==> config.mk <==
export PLATFORM = sky130hd
export DESIGN_NAME = sha256_stream_hasher_core
export DESIGN_NICKNAME = d
export VERILOG_FILES = /design/src/hdl/sha_pkg.sv /design/src/hdl/sha256_stream_hasher_core.sv /design/src/hdl/sha_compress.sv
export SDC_FILE = /design/constraint.sdc
export NUM_CORES = 2
export LEC_CHECK = 0
export BUFFER_PORTS_ARGS = -buffer_cell sky130_fd_sc_hd__buf_2
export CAP_MARGIN = 20
export CORE_MARGIN = 4
export CORE_UTILIZATION = 35
export CTS_CLUSTER_DIAMETER = 40
export DETAILED_ROUTE_END_ITERATION = 6
export PLACE_DENSITY = 0.59
export SYNTH_ARGS = -nofsm -noshare
export SYNTH_HDL_FRONTEND = slang
export SYNTH_SLANG_ARGS = --single-unit
==> constraint.sdc <==
create_clock -name clk -period 96.5 [get_ports clk]
set_clock_uncertainty 0.1 [all_clocks]
set_input_delay 24.125 -clock clk [delete_from_list [all_inputs] [get_ports clk]]
set_output_delay 24.125 -clock clk [all_outputs]
set_load 0.01 [all_outputs]
==> src/hdl/sha_pkg.sv <==
// shared types, constants and functions for the sha-256 stream hasher
`default_nettype none
package sha_pkg;

  localparam int unsigned BLOCK_BYTES = 64;
  localparam int unsigned FILL_W      = 6;
  localparam int unsigned COUNT_W     = 61;
  localparam int unsigned ROUNDS      = 64;
  localparam int unsigned ROUND_W     = 6;
  localparam logic [7:0]  PAD_BYTE    = 8'h80;

  typedef enum logic [2:0] {
    ST_COLLECT,
    ST_PAD,
    ST_COMPRESS,
    ST_EMIT
  } sha_state_t;

  // control from the top level to the compression engine
  typedef struct packed {
    logic start;
  } comp_ctrl_t;

  typedef struct packed {
    logic done;
  } comp_stat_t;

  function automatic logic [31:0] round_const(input logic [ROUND_W-1:0] idx);
    logic [31:0] k;
    begin
      unique case (idx)
        6'd0:  k = 32'h428a2f98; 6'd1:  k = 32'h71374491; 6'd2:  k = 32'hb5c0fbcf;
        6'd3:  k = 32'he9b5dba5; 6'd4:  k = 32'h3956c25b; 6'd5:  k = 32'h59f111f1;
        6'd6:  k = 32'h923f82a4; 6'd7:  k = 32'hab1c5ed5; 6'd8:  k = 32'hd807aa98;
        6'd9:  k = 32'h12835b01; 6'd10: k = 32'h243185be; 6'd11: k = 32'h550c7dc3;
        6'd12: k = 32'h72be5d74; 6'd13: k = 32'h80deb1fe; 6'd14: k = 32'h9bdc06a7;
        6'd15: k = 32'hc19bf174; 6'd16: k = 32'he49b69c1; 6'd17: k = 32'hefbe4786;
        6'd18: k = 32'h0fc19dc6; 6'd19: k = 32'h240ca1cc; 6'd20: k = 32'h2de92c6f;
        6'd21: k = 32'h4a7484aa; 6'd22: k = 32'h5cb0a9dc; 6'd23: k = 32'h76f988da;
        6'd24: k = 32'h983e5152; 6'd25: k = 32'ha831c66d; 6'd26: k = 32'hb00327c8;
        6'd27: k = 32'hbf597fc7; 6'd28: k = 32'hc6e00bf3; 6'd29: k = 32'hd5a79147;
        6'd30: k = 32'h06ca6351; 6'd31: k = 32'h14292967; 6'd32: k = 32'h27b70a85;
        6'd33: k = 32'h2e1b2138; 6'd34: k = 32'h4d2c6dfc; 6'd35: k = 32'h53380d13;
        6'd36: k = 32'h650a7354; 6'd37: k = 32'h766a0abb; 6'd38: k = 32'h81c2c92e;
        6'd39: k = 32'h92722c85; 6'd40: k = 32'ha2bfe8a1; 6'd41: k = 32'ha81a664b;
        6'd42: k = 32'hc24b8b70; 6'd43: k = 32'hc76c51a3; 6'd44: k = 32'hd192e819;
        6'd45: k = 32'hd6990624; 6'd46: k = 32'hf40e3585; 6'd47: k = 32'h106aa070;
        6'd48: k = 32'h19a4c116; 6'd49: k = 32'h1e376c08; 6'd50: k = 32'h2748774c;
        6'd51: k = 32'h34b0bcb5; 6'd52: k = 32'h391c0cb3; 6'd53: k = 32'h4ed8aa4a;
        6'd54: k = 32'h5b9cca4f; 6'd55: k = 32'h682e6ff3; 6'd56: k = 32'h748f82ee;
        6'd57: k = 32'h78a5636f; 6'd58: k = 32'h84c87814; 6'd59: k = 32'h8cc70208;
        6'd60: k = 32'h90befffa; 6'd61: k = 32'ha4506ceb; 6'd62: k = 32'hbef9a3f7;
        default: k = 32'hc67178f2;
      endcase
      return k;
    end
  endfunction

  function automatic logic [31:0] init_hash(input logic [2:0] idx);
    logic [31:0] h;
    begin
      unique case (idx)
        3'd0: h = 32'h6a09e667; 3'd1: h = 32'hbb67ae85;
        3'd2: h = 32'h3c6ef372; 3'd3: h = 32'ha54ff53a;
        3'd4: h = 32'h510e527f; 3'd5: h = 32'h9b05688c;
        3'd6: h = 32'h1f83d9ab; default: h = 32'h5be0cd19;
      endcase
      return h;
    end
  endfunction

endpackage
`default_nettype wire

==> src/hdl/sha256_stream_hasher_core.sv <==
// top level of the byte-serial sha-256 stream hasher
// Takes one message byte per beat into a 64-byte block memory; each full
// block runs 64 compression rounds, one per cycle, plus a load step and a chain
// update, during which no beat is taken. Finishing a message
// writes the padding one byte per cycle (up to a whole block, twice when the
// length does not fit), then sends eight digest beats, word 0 first.
// Byte throughput is set by the single round unit.
`default_nettype none
module sha256_stream_hasher_core
  import sha_pkg::*;
(
  input  wire logic        clk,
  input  wire logic        rst,
  input  wire logic        s_tvalid,
  output logic             s_tready,
  input  wire logic [7:0]  s_tdata,   // data_byte
  input  wire logic [1:0]  s_tuser,   // byte_present, end_of_message
  output logic             m_tvalid,
  input  wire logic        m_tready,
  output logic [31:0]      m_tdata,   // digest_word
  output logic [2:0]       m_tuser,   // word_number
  output logic             m_tlast    // last_word
);

  sha_state_t  state, state_next;
  logic [FILL_W-1:0]  fill;
  logic [COUNT_W-1:0] count;
  logic [FILL_W:0]    pad_pos;
  logic        pad_second;   // length fits only in a second block
  logic        after_pad;    // compression belongs to padding
  logic        finishing;
  logic [2:0]  word_cnt;
  logic        accept;
  logic        we;
  logic [5:0]  waddr;
  logic [7:0]  wdata;
  logic [63:0] bitlen;
  comp_ctrl_t  cctrl;
  comp_stat_t  cstat;
  logic        reinit;

  sha_compress u_comp (
    .clk, .rst, .ctrl(cctrl), .byte_we(we), .byte_addr(waddr), .byte_data(wdata),
    .hash_sel(word_cnt), .hash_reinit(reinit), .hash_word(m_tdata), .stat(cstat)
  );

  assign accept   = s_tvalid && s_tready;
  assign bitlen   = {count, 3'b000};
  assign m_tuser  = word_cnt;
  assign m_tlast  = (word_cnt == 3'd7);

  always_comb begin
    state_next = state;
    unique case (state)
      ST_COLLECT: begin
        if (accept && s_tuser[0] && s_tuser[1] && fill == 6'd63) state_next = ST_COMPRESS;
        else if (accept && s_tuser[1]) state_next = ST_PAD;
        else if (accept && s_tuser[0] && fill == 6'd63) state_next = ST_COMPRESS;
      end
      ST_PAD:      if (pad_pos == 7'd63) state_next = ST_COMPRESS;
      ST_COMPRESS: if (cstat.done) state_next = after_pad ? (pad_second ? ST_PAD : ST_EMIT)
                                                          : (finishing ? ST_PAD : ST_COLLECT);
      ST_EMIT:     if (m_tready && word_cnt == 3'd7) state_next = ST_COLLECT;
      default:     state_next = ST_COLLECT;
    endcase
  end

  always_comb begin
    s_tready = (state == ST_COLLECT);
    m_tvalid = (state == ST_EMIT);
    cctrl.start = 1'b0;
    we = 1'b0; waddr = fill; wdata = s_tdata;
    reinit = (state == ST_EMIT) && m_tready && (word_cnt == 3'd7);
    unique case (state)
      ST_COLLECT: begin
        we = accept && s_tuser[0];
        cctrl.start = accept && s_tuser[0] && fill == 6'd63;
      end
      ST_PAD: begin
        we = 1'b1; waddr = pad_pos[5:0];
        if (pad_pos[5:0] == fill && !pad_second) wdata = PAD_BYTE;
        else if (pad_pos >= 7'd56 && (pad_second || fill < 6'd56))
          wdata = bitlen[{~pad_pos[2:0], 3'b111} -: 8];
        else wdata = 8'h00;
        cctrl.start = (pad_pos == 7'd63);
      end
      default: ;
    endcase
  end

  always_ff @(posedge clk) begin
    if (rst) begin
      state <= ST_COLLECT; fill <= '0; count <= '0; pad_pos <= '0;
      pad_second <= 1'b0; after_pad <= 1'b0; finishing <= 1'b0; word_cnt <= '0;
    end else begin
      state <= state_next;
      unique case (state)
        ST_COLLECT: if (accept) begin
          if (s_tuser[0]) begin
            fill  <= fill + 1'b1;
            count <= count + 1'b1;
          end
          finishing <= s_tuser[1];
          after_pad <= 1'b0;
          pad_second <= 1'b0;
          // a full block wraps the position back to zero
          pad_pos <= {1'b0, (s_tuser[0] ? fill + 1'b1 : fill)};
        end
        ST_PAD: begin
          pad_pos <= pad_pos + 1'b1;
          if (pad_pos == 7'd63) begin
            after_pad <= 1'b1;
            // 0x80 at 56 or later leaves no room for the length
            if (!pad_second && fill >= 6'd56) pad_second <= 1'b1;
            else pad_second <= 1'b0;
          end
        end
        ST_COMPRESS: if (cstat.done) begin
          pad_pos <= (after_pad || finishing) ? '0 : {1'b0, fill};
          if (after_pad && pad_second) begin
            fill <= 6'd0;
            after_pad <= 1'b0;
          end
        end
        ST_EMIT: if (m_tready) begin
          word_cnt <= word_cnt + 1'b1;
          if (word_cnt == 3'd7) begin
            fill <= '0; count <= '0; finishing <= 1'b0;
            after_pad <= 1'b0; pad_second <= 1'b0;
          end
        end
        default: ;
      endcase
    end
  end

`ifndef SYNTHESIS
  a_no_overlap: assert property (@(posedge clk) disable iff (rst)
    !(s_tready && m_tvalid)) else $error("input taken while digest pending");
  a_emit_after_done: assert property (@(posedge clk) disable iff (rst)
    $rose(m_tvalid) |-> $past(cstat.done)) else $error("digest without compression");
  a_first_word: assert property (@(posedge clk) disable iff (rst)
    $rose(m_tvalid) |-> word_cnt == 3'd0) else $error("digest starts mid-word");
`endif

endmodule
`default_nettype wire

==> src/hdl/sha_compress.sv <==
// sha-256 compression engine: one round per cycle over a word-wide block memory
`default_nettype none
module sha_compress
  import sha_pkg::*;
(
  input  wire logic        clk,
  input  wire logic        rst,
  input  wire comp_ctrl_t  ctrl,
  // block memory write port, byte wide, big-endian inside each word
  input  wire logic        byte_we,
  input  wire logic [5:0]  byte_addr,
  input  wire logic [7:0]  byte_data,
  input  wire logic [2:0]  hash_sel,
  input  wire logic        hash_reinit,
  output logic [31:0]      hash_word,
  output comp_stat_t       stat
);

  logic [31:0] blk_mem [16];
  logic [31:0] chain [8];
  logic [31:0] w [16];
  logic [31:0] va, vb, vc, vd, ve, vf, vg, vh;
  logic [ROUND_W:0] rnd;
  logic        running;
  logic        load;
  logic        done;
  logic [31:0] wt, s0, s1, ch, mj, bs0, bs1, x1, w_new;
  logic [3:0]  rd_idx;
  logic [31:0] rd_word;

  // byte lanes of the addressed word are merged in place
  always_ff @(posedge clk) begin
    if (byte_we) begin
      unique case (byte_addr[1:0])
        2'd0: blk_mem[byte_addr[5:2]][31:24] <= byte_data;
        2'd1: blk_mem[byte_addr[5:2]][23:16] <= byte_data;
        2'd2: blk_mem[byte_addr[5:2]][15:8]  <= byte_data;
        default: blk_mem[byte_addr[5:2]][7:0] <= byte_data;
      endcase
    end
    rd_word <= blk_mem[rd_idx];
  end

  // read address runs one ahead of the round counter while running
  assign rd_idx = rnd[3:0] + {3'b000, running};

  // word for this round: memory for the first sixteen, schedule after
  always_comb begin
    s0    = {w[1][6:0], w[1][31:7]} ^ {w[1][17:0], w[1][31:18]} ^ (w[1] >> 3);
    s1    = {w[14][16:0], w[14][31:17]} ^ {w[14][18:0], w[14][31:19]} ^ (w[14] >> 10);
    w_new = w[0] + s0 + w[9] + s1;
    wt    = (rnd < ROUND_W'(16) + 7'd0) ? rd_word : w_new;
    bs1   = {ve[5:0], ve[31:6]} ^ {ve[10:0], ve[31:11]} ^ {ve[24:0], ve[31:25]};
    ch    = (ve & vf) ^ (~ve & vg);
    x1    = vh + bs1 + ch + round_const(rnd[ROUND_W-1:0]) + wt;
    bs0   = {va[1:0], va[31:2]} ^ {va[12:0], va[31:13]} ^ {va[21:0], va[31:22]};
    mj    = (va & vb) ^ (va & vc) ^ (vb & vc);
  end

  always_ff @(posedge clk) begin
    if (rst) begin
      running <= 1'b0;
      load    <= 1'b0;
      done    <= 1'b0;
      rnd     <= '0;
      for (int i = 0; i < 8; i++) chain[i] <= init_hash(3'(i));
    end else begin
      done <= 1'b0;
      if (hash_reinit) begin
        for (int i = 0; i < 8; i++) chain[i] <= init_hash(3'(i));
      end
      if (ctrl.start && !running && !load) begin
        load <= 1'b1;
        rnd  <= '0;
        va <= chain[0]; vb <= chain[1]; vc <= chain[2]; vd <= chain[3];
        ve <= chain[4]; vf <= chain[5]; vg <= chain[6]; vh <= chain[7];
      end else if (load) begin
        // first memory read is now registered
        load    <= 1'b0;
        running <= 1'b1;
      end else if (running) begin
        vh <= vg; vg <= vf; vf <= ve; ve <= vd + x1;
        vd <= vc; vc <= vb; vb <= va; va <= x1 + bs0 + mj;
        for (int i = 0; i < 15; i++) w[i] <= w[i+1];
        w[15] <= wt;
        if (rnd == (ROUND_W+1)'(ROUNDS - 1)) begin
          running <= 1'b0;
        end
        rnd <= rnd + 1'b1;
      end else if (rnd == (ROUND_W+1)'(ROUNDS)) begin
        chain[0] <= chain[0] + va; chain[1] <= chain[1] + vb;
        chain[2] <= chain[2] + vc; chain[3] <= chain[3] + vd;
        chain[4] <= chain[4] + ve; chain[5] <= chain[5] + vf;
        chain[6] <= chain[6] + vg; chain[7] <= chain[7] + vh;
        rnd  <= '0;
        done <= 1'b1;
      end
    end
  end

  assign hash_word  = chain[hash_sel];
  assign stat.done  = done;

endmodule
`default_nettype wire

Word level (Yosys, flattened, before mapping)
Memories as Yosys holds them, arrays and structs flattened. A register that Yosys moved wholly into a read port is not among the register bits.
Index checks and enable logic that the tools add are counted.
Cells by class
  add/subtract/negate cells: 24
  $lt $le $gt $ge: 4
  equality and inequality tests: 21
  shift-type cells: 1
  multiplexer cells: 147
  bitwise logic cells: 36
  reductions and logical operators: 41
Operators by type and width (count)
  two-way mux 32 bit: 65
  adder 32 bit: 18
  bitwise XOR 32 bit: 9
  two-way mux 61 bit: 4
  bitwise AND 32 bit: 5
  case mux 61 bit (2 select lines): 1
  variable part select 71 x 7 -> 8 bit: 1
  adder 61 x 1 -> 61 bit (second input constant): 1
  two-way mux 6 bit: 10
  two-way mux 1 bit: 42
  NOT 32 bit: 1
  bitwise XOR 32 x 22 -> 32 bit: 1
  bitwise XOR 32 x 29 -> 32 bit: 1
  two-way mux 7 bit: 4
  two-way mux 3 bit: 8
  two-way mux 8 bit: 3
  case mux 7 bit (3 select lines): 1
  case mux 6 bit (3 select lines): 1
  OR 1 bit: 16
  logical AND 1 bit: 15
  adder 7 x 1 -> 7 bit (second input constant): 2
  == test 7 x 6 -> 1 bit (second input constant): 2
  inequality test 2 x 1 -> 1 bit (second input constant): 6
  case mux 3 bit (4 select lines): 1
  other kinds (38): 56
Word-level totals
  register bits: 349
  RAM bits: 1280
  ROM bits: 2048
  bits of input ports: 14
  output and inout bits: 38
  logic and storage cells: 298
  memories: 4
Memory list
  (no name shown): words 64, bits a word 32, read ports 1, clocked after Yosys merged registers in 1, write ports 0, line sha_pkg.sv:31  | unique case (idx)
  u_comp.blk_mem: words 16, bits a word 32, read ports 1, clocked after Yosys merged registers in 1, write ports 1, line sha_compress.sv:19  | logic [31:0] blk_mem [16];
  u_comp.w: words 16, bits a word 32, read ports 16, clocked after Yosys merged registers in 0, write ports 16, line sha_compress.sv:21  | logic [31:0] w [16];
  u_comp.chain: words 8, bits a word 32, read ports 9, clocked after Yosys merged registers in 1, write ports 8, line sha_compress.sv:20  | logic [31:0] chain [8];

Depth between registers and ports, before layout
An unclocked memory read counts as a cell.
  depth after elaboration: 13
  depth in mapped cells: 48
  gate-level depth less buffers: 48

Modules after synthesis
From an unflattened synthesis, not the netlist that was laid out.
Unflattened totals
  cells, all modules: 7556
  area total of the unflattened synthesis: 91215.0 um^2
Modules (own cells, without submodules)
  sha_compress: instances 1, cells an instance 6940, area each 86097.6 um^2, seq. area each 47285.4 um^2
  sha256_stream_hasher_core: instances 1, cells an instance 616, area each 5117.4 um^2, seq. area each 1641.6 um^2

Worst setup path after synthesis
OpenSTA, ideal clock, no wires.
  path type: input-to-reg
  start point: in rst
  end point: mem u_comp.w[0][0], enable pin
  setup time: 2.014 ns
  data arrival time: 59.073 ns
  required time: 94.386 ns
  path slack: 35.313 ns
  stages on the path: 4
  path buffers: 3
  path through: clkbuf_1 -> clkbuf_1 -> buf_1 -> nor3_1
RTL lines
  start, declared: line sha256_stream_hasher_core.sv:13  | input wire logic rst,
  end, declared: line sha_compress.sv:21

==> metrics.csv <==
metric;value;unit
die extent in y;519;um
kind of critical path;reg2out;
DR vias/cell;5.37;
Wirelength per Cell;23.7;um
synthesized cell area;0.0912;mm^2
Top FF cell, synth;edfxtp_1;
crit-path leading delay family;multiplexers;
max incr delay on CP;0.78;ns
pre-CTS setup slack;67.80;ns
minimum clock period;27.99;ns
TritonCTS clock tree;built;
Post-synth ARST share;0;%
crit path launch type;flop;
worst setup margin;68.51;ns
WP data arrival;3.77;ns
# nets final;8343;
reg2reg path depth;42;
number of synthesized flops with an enable pin;1504;
area of the die;0.269;mm^2
post-synthesis cell count;7610;
initial core utilization;35.2;%
sequential fraction of the synthesis area;53.7;%
CTS Buffer Depth;4;
root buffer cell;clkbuf_16;
Pins Over Slew Limit;0;
multiplexer share of the synthesized area;6.89;%
fmax;35.7;MHz
I/O Pins;52;
pwr/cell area;19.6;mW/mm^2
Die Width;519;um
largest net degree at the start of global routing;197;
P_leak;39.5;nW
compound-cell area share of the yosys netlist;10.2;%
Yosys top cell area share;49.5;%
TNS Setup;0;ns
Overflow after GRT;0;
first drt pass iteration count;6;
core footprint;0.259;mm^2
Final Hold Fails;0;
Worst Path Buf+Inv;2;
area delta synth->final;15.8;%
fillcell total;24100;
H-tree Lvls;5;
flops & latches, synth;1695;
Net Count, Synth;8223;
Clock Latency Late Sink;0.96;ns
1st-iter DRT viols;5878;
Final ANT Viol Nets;0;
Max FO, Critical Path;35;
via count;61100;
initial antenna violation count;12;
Warnings, synthesis;0;
total power;2.07;mW
Final setup viols;0;
cell taking the most area after synthesis;edfxtp_1;
Synth Area in XOR/XNOR;6.09;%
port bufs;51;
drt total wl;269000;um
post-synthesis simple-gate area fraction;9.80;%
outcome;completed;
Post-CTS Setup Inserts;0;
CP max stage cell;dfxtp_4;
post-synthesis adder-cell area fraction;9.88;%
RePlAce Congestion;0.919;
Num CTS Buffers;312;
post-DP HPWL;190000;um
reg2reg setup slack;84.54;ns
max_cap viols;0;
crit path cell chain;buf_4 -> mux4_2 -> mux2_2 -> buf_2;
Yosys cell types;103;
Cells on Worst Hold Path;0;
Critical Path RT;72.27;ns
RSZ-0062 raised after global routing;false;
utilization after layout;40.7;%
# clock sinks;1695;
WP depth;4;
number of global-route vias before repair;60000;
CP endpoint kind;primary output;
Hold/Removal Path Class;reg2reg;
final cycle utilization of the critical path;29.0;%
CTS resizes;0;
slew of the pin with the lowest slew margin;1.16;ns
Total GRT Usage;19.6;%
largest family of logic cells by synthesized area;compound AO/OA/AOI/OAI gates;
relative slew slack;20.9;%
VDD IR max;0.0159;mV
FP Rows;187;
# DRC;0;
syn avg cell area;12.0;um^2
count of hold buffers inserted by post-cts repair;0;
synth top area cells;edfxtp_1 50%, mux4_2 5.9%, ha_1 5.5%, fa_1 4.3%, dfxtp_1 4.2%;
CTS clock-pin slew for the worst setup and hold paths;0.05;ns
share of cells above drive strength 1;12.7;%
global-route wire length before repair;398000;um
==> cell usage in the layout (no fill, tap or decap), types with 52 or more instances in the layout <==
cell type,Yosys,layout
a211oi_1,58,57
inv_1,488,484
o21a_1,54,54
clkbuf_16,0,319
xnor2_1,347,344
dfxtp_1,191,188
ha_1,404,401
nand2b_1,66,65
buf_4,0,84
a21oi_1,467,467
buf_2,12,52
a21o_1,206,206
xor2_1,283,281
nor2_1,505,504
mux2i_1,55,54
nand2_1,1004,1002
edfxtp_1,1504,1504
nor3_1,75,73
nand3_1,98,98
fa_1,195,195
mux4_2,237,237
o21ai_0,359,359
==> metrics by stage <==
stage / hold WS (ns) / std cells / area (um^2)
floorplan: 0.300 / 7610 / 91200
global placement: 0.301 / 10800 / 95400
detailed placement: 0.305 / 10800 / 95400
CTS: 0.293 / 11400 / 106000
global route: 0.294 / 11400 / 106000
finish: 0.292 / 11400 / 106000
==> final cells by class <==
type	count	area, um^2	share of cell area, %
multi-input combinational	5087	39300	37.2
tap	3402	4260	4.03
clock buffer	362	8190	7.76
antenna	5	12.5	0.0118
timing repair buffer	142	986	0.933
sequential	1695	49000	46.4
inverter	492	1850	1.76
clock inverter	188	1990	1.89
==> final timing paths <==
check | startpoint | to
max | flop | m_tdata[22]
max reg2reg | u_comp.w[14][11] | u_comp.va[31]
min reg2reg | u_comp.w[13][22] | u_comp.w[12][22]
min | u_comp.w[13][22] | u_comp.w[12][22]
==> cell usage after synthesis (10+ instances only) <==
cell,count
o21ai_1,12
edfxtp_1,1504
dfxtp_1,191
nor3_1,75
a31oi_1,38
fa_1,195
nor2b_1,45
mux2i_1,55
inv_1,488
and3_1,40
o21a_1,54
o31ai_1,14
a21oi_1,467
nand2b_1,66
xor2_1,283
buf_2,12
mux2_2,35
and2_1,18
nand3_1,98
xnor2_1,347
o311ai_0,11
a21o_1,206
a21boi_0,14
a211oi_1,58
nand4_1,38
or2_2,29
or3_1,39
nor2_1,505
o21bai_1,45
o22ai_1,24
nand2_1,1004
o21ai_0,359
clkbuf_1,290
buf_1,30
and4_1,14
a2111oi_0,10
ha_1,404
mux4_2,237
o211ai_1,30
nor4_1,15
a311oi_1,10
o32ai_1,10
==> cell families (layout without fill, tap and decap cells) <==
logic type,Yosys count,in the layout
muxes,327,327
xor gates and xnor gates,632,632
DFF,1695,1695
AOI/OAI and AO/OA,1488,1488
and+or+nand+nor,2036,2036
buffers and inverters,828,1184
adders and majority gates,604,604
other,0,5
==> power breakdown <==
part           total, mW  internal, mW  switching, mW
sequential         0.821         0.812        0.00823
combinational      0.183        0.0720          0.111
clock               1.06         0.682          0.382
==> metal layers <==
layer	GRT usage [%]	part of all wire, %
met1	27.6	44
met2	30.4	45
met3	3.52	7.1
met4	6.53	3.2
met5	0	0.0048
==> flip-flops by register name, summed over array words and instances (netlist names), 32 cells and up, named ones only <==
| register | count |
|---|---|
| count | 61 |
| u_comp.blk_mem | 512 |
| u_comp.chain | 256 |
| u_comp.rd_word | 32 |
| u_comp.va | 32 |
| u_comp.vb | 32 |
| u_comp.vc | 32 |
| u_comp.vd | 32 |
| u_comp.ve | 32 |
| u_comp.vf | 32 |
| u_comp.vg | 32 |
| u_comp.vh | 32 |
| u_comp.w | 512 |
(Power assumes the default switching activity.)
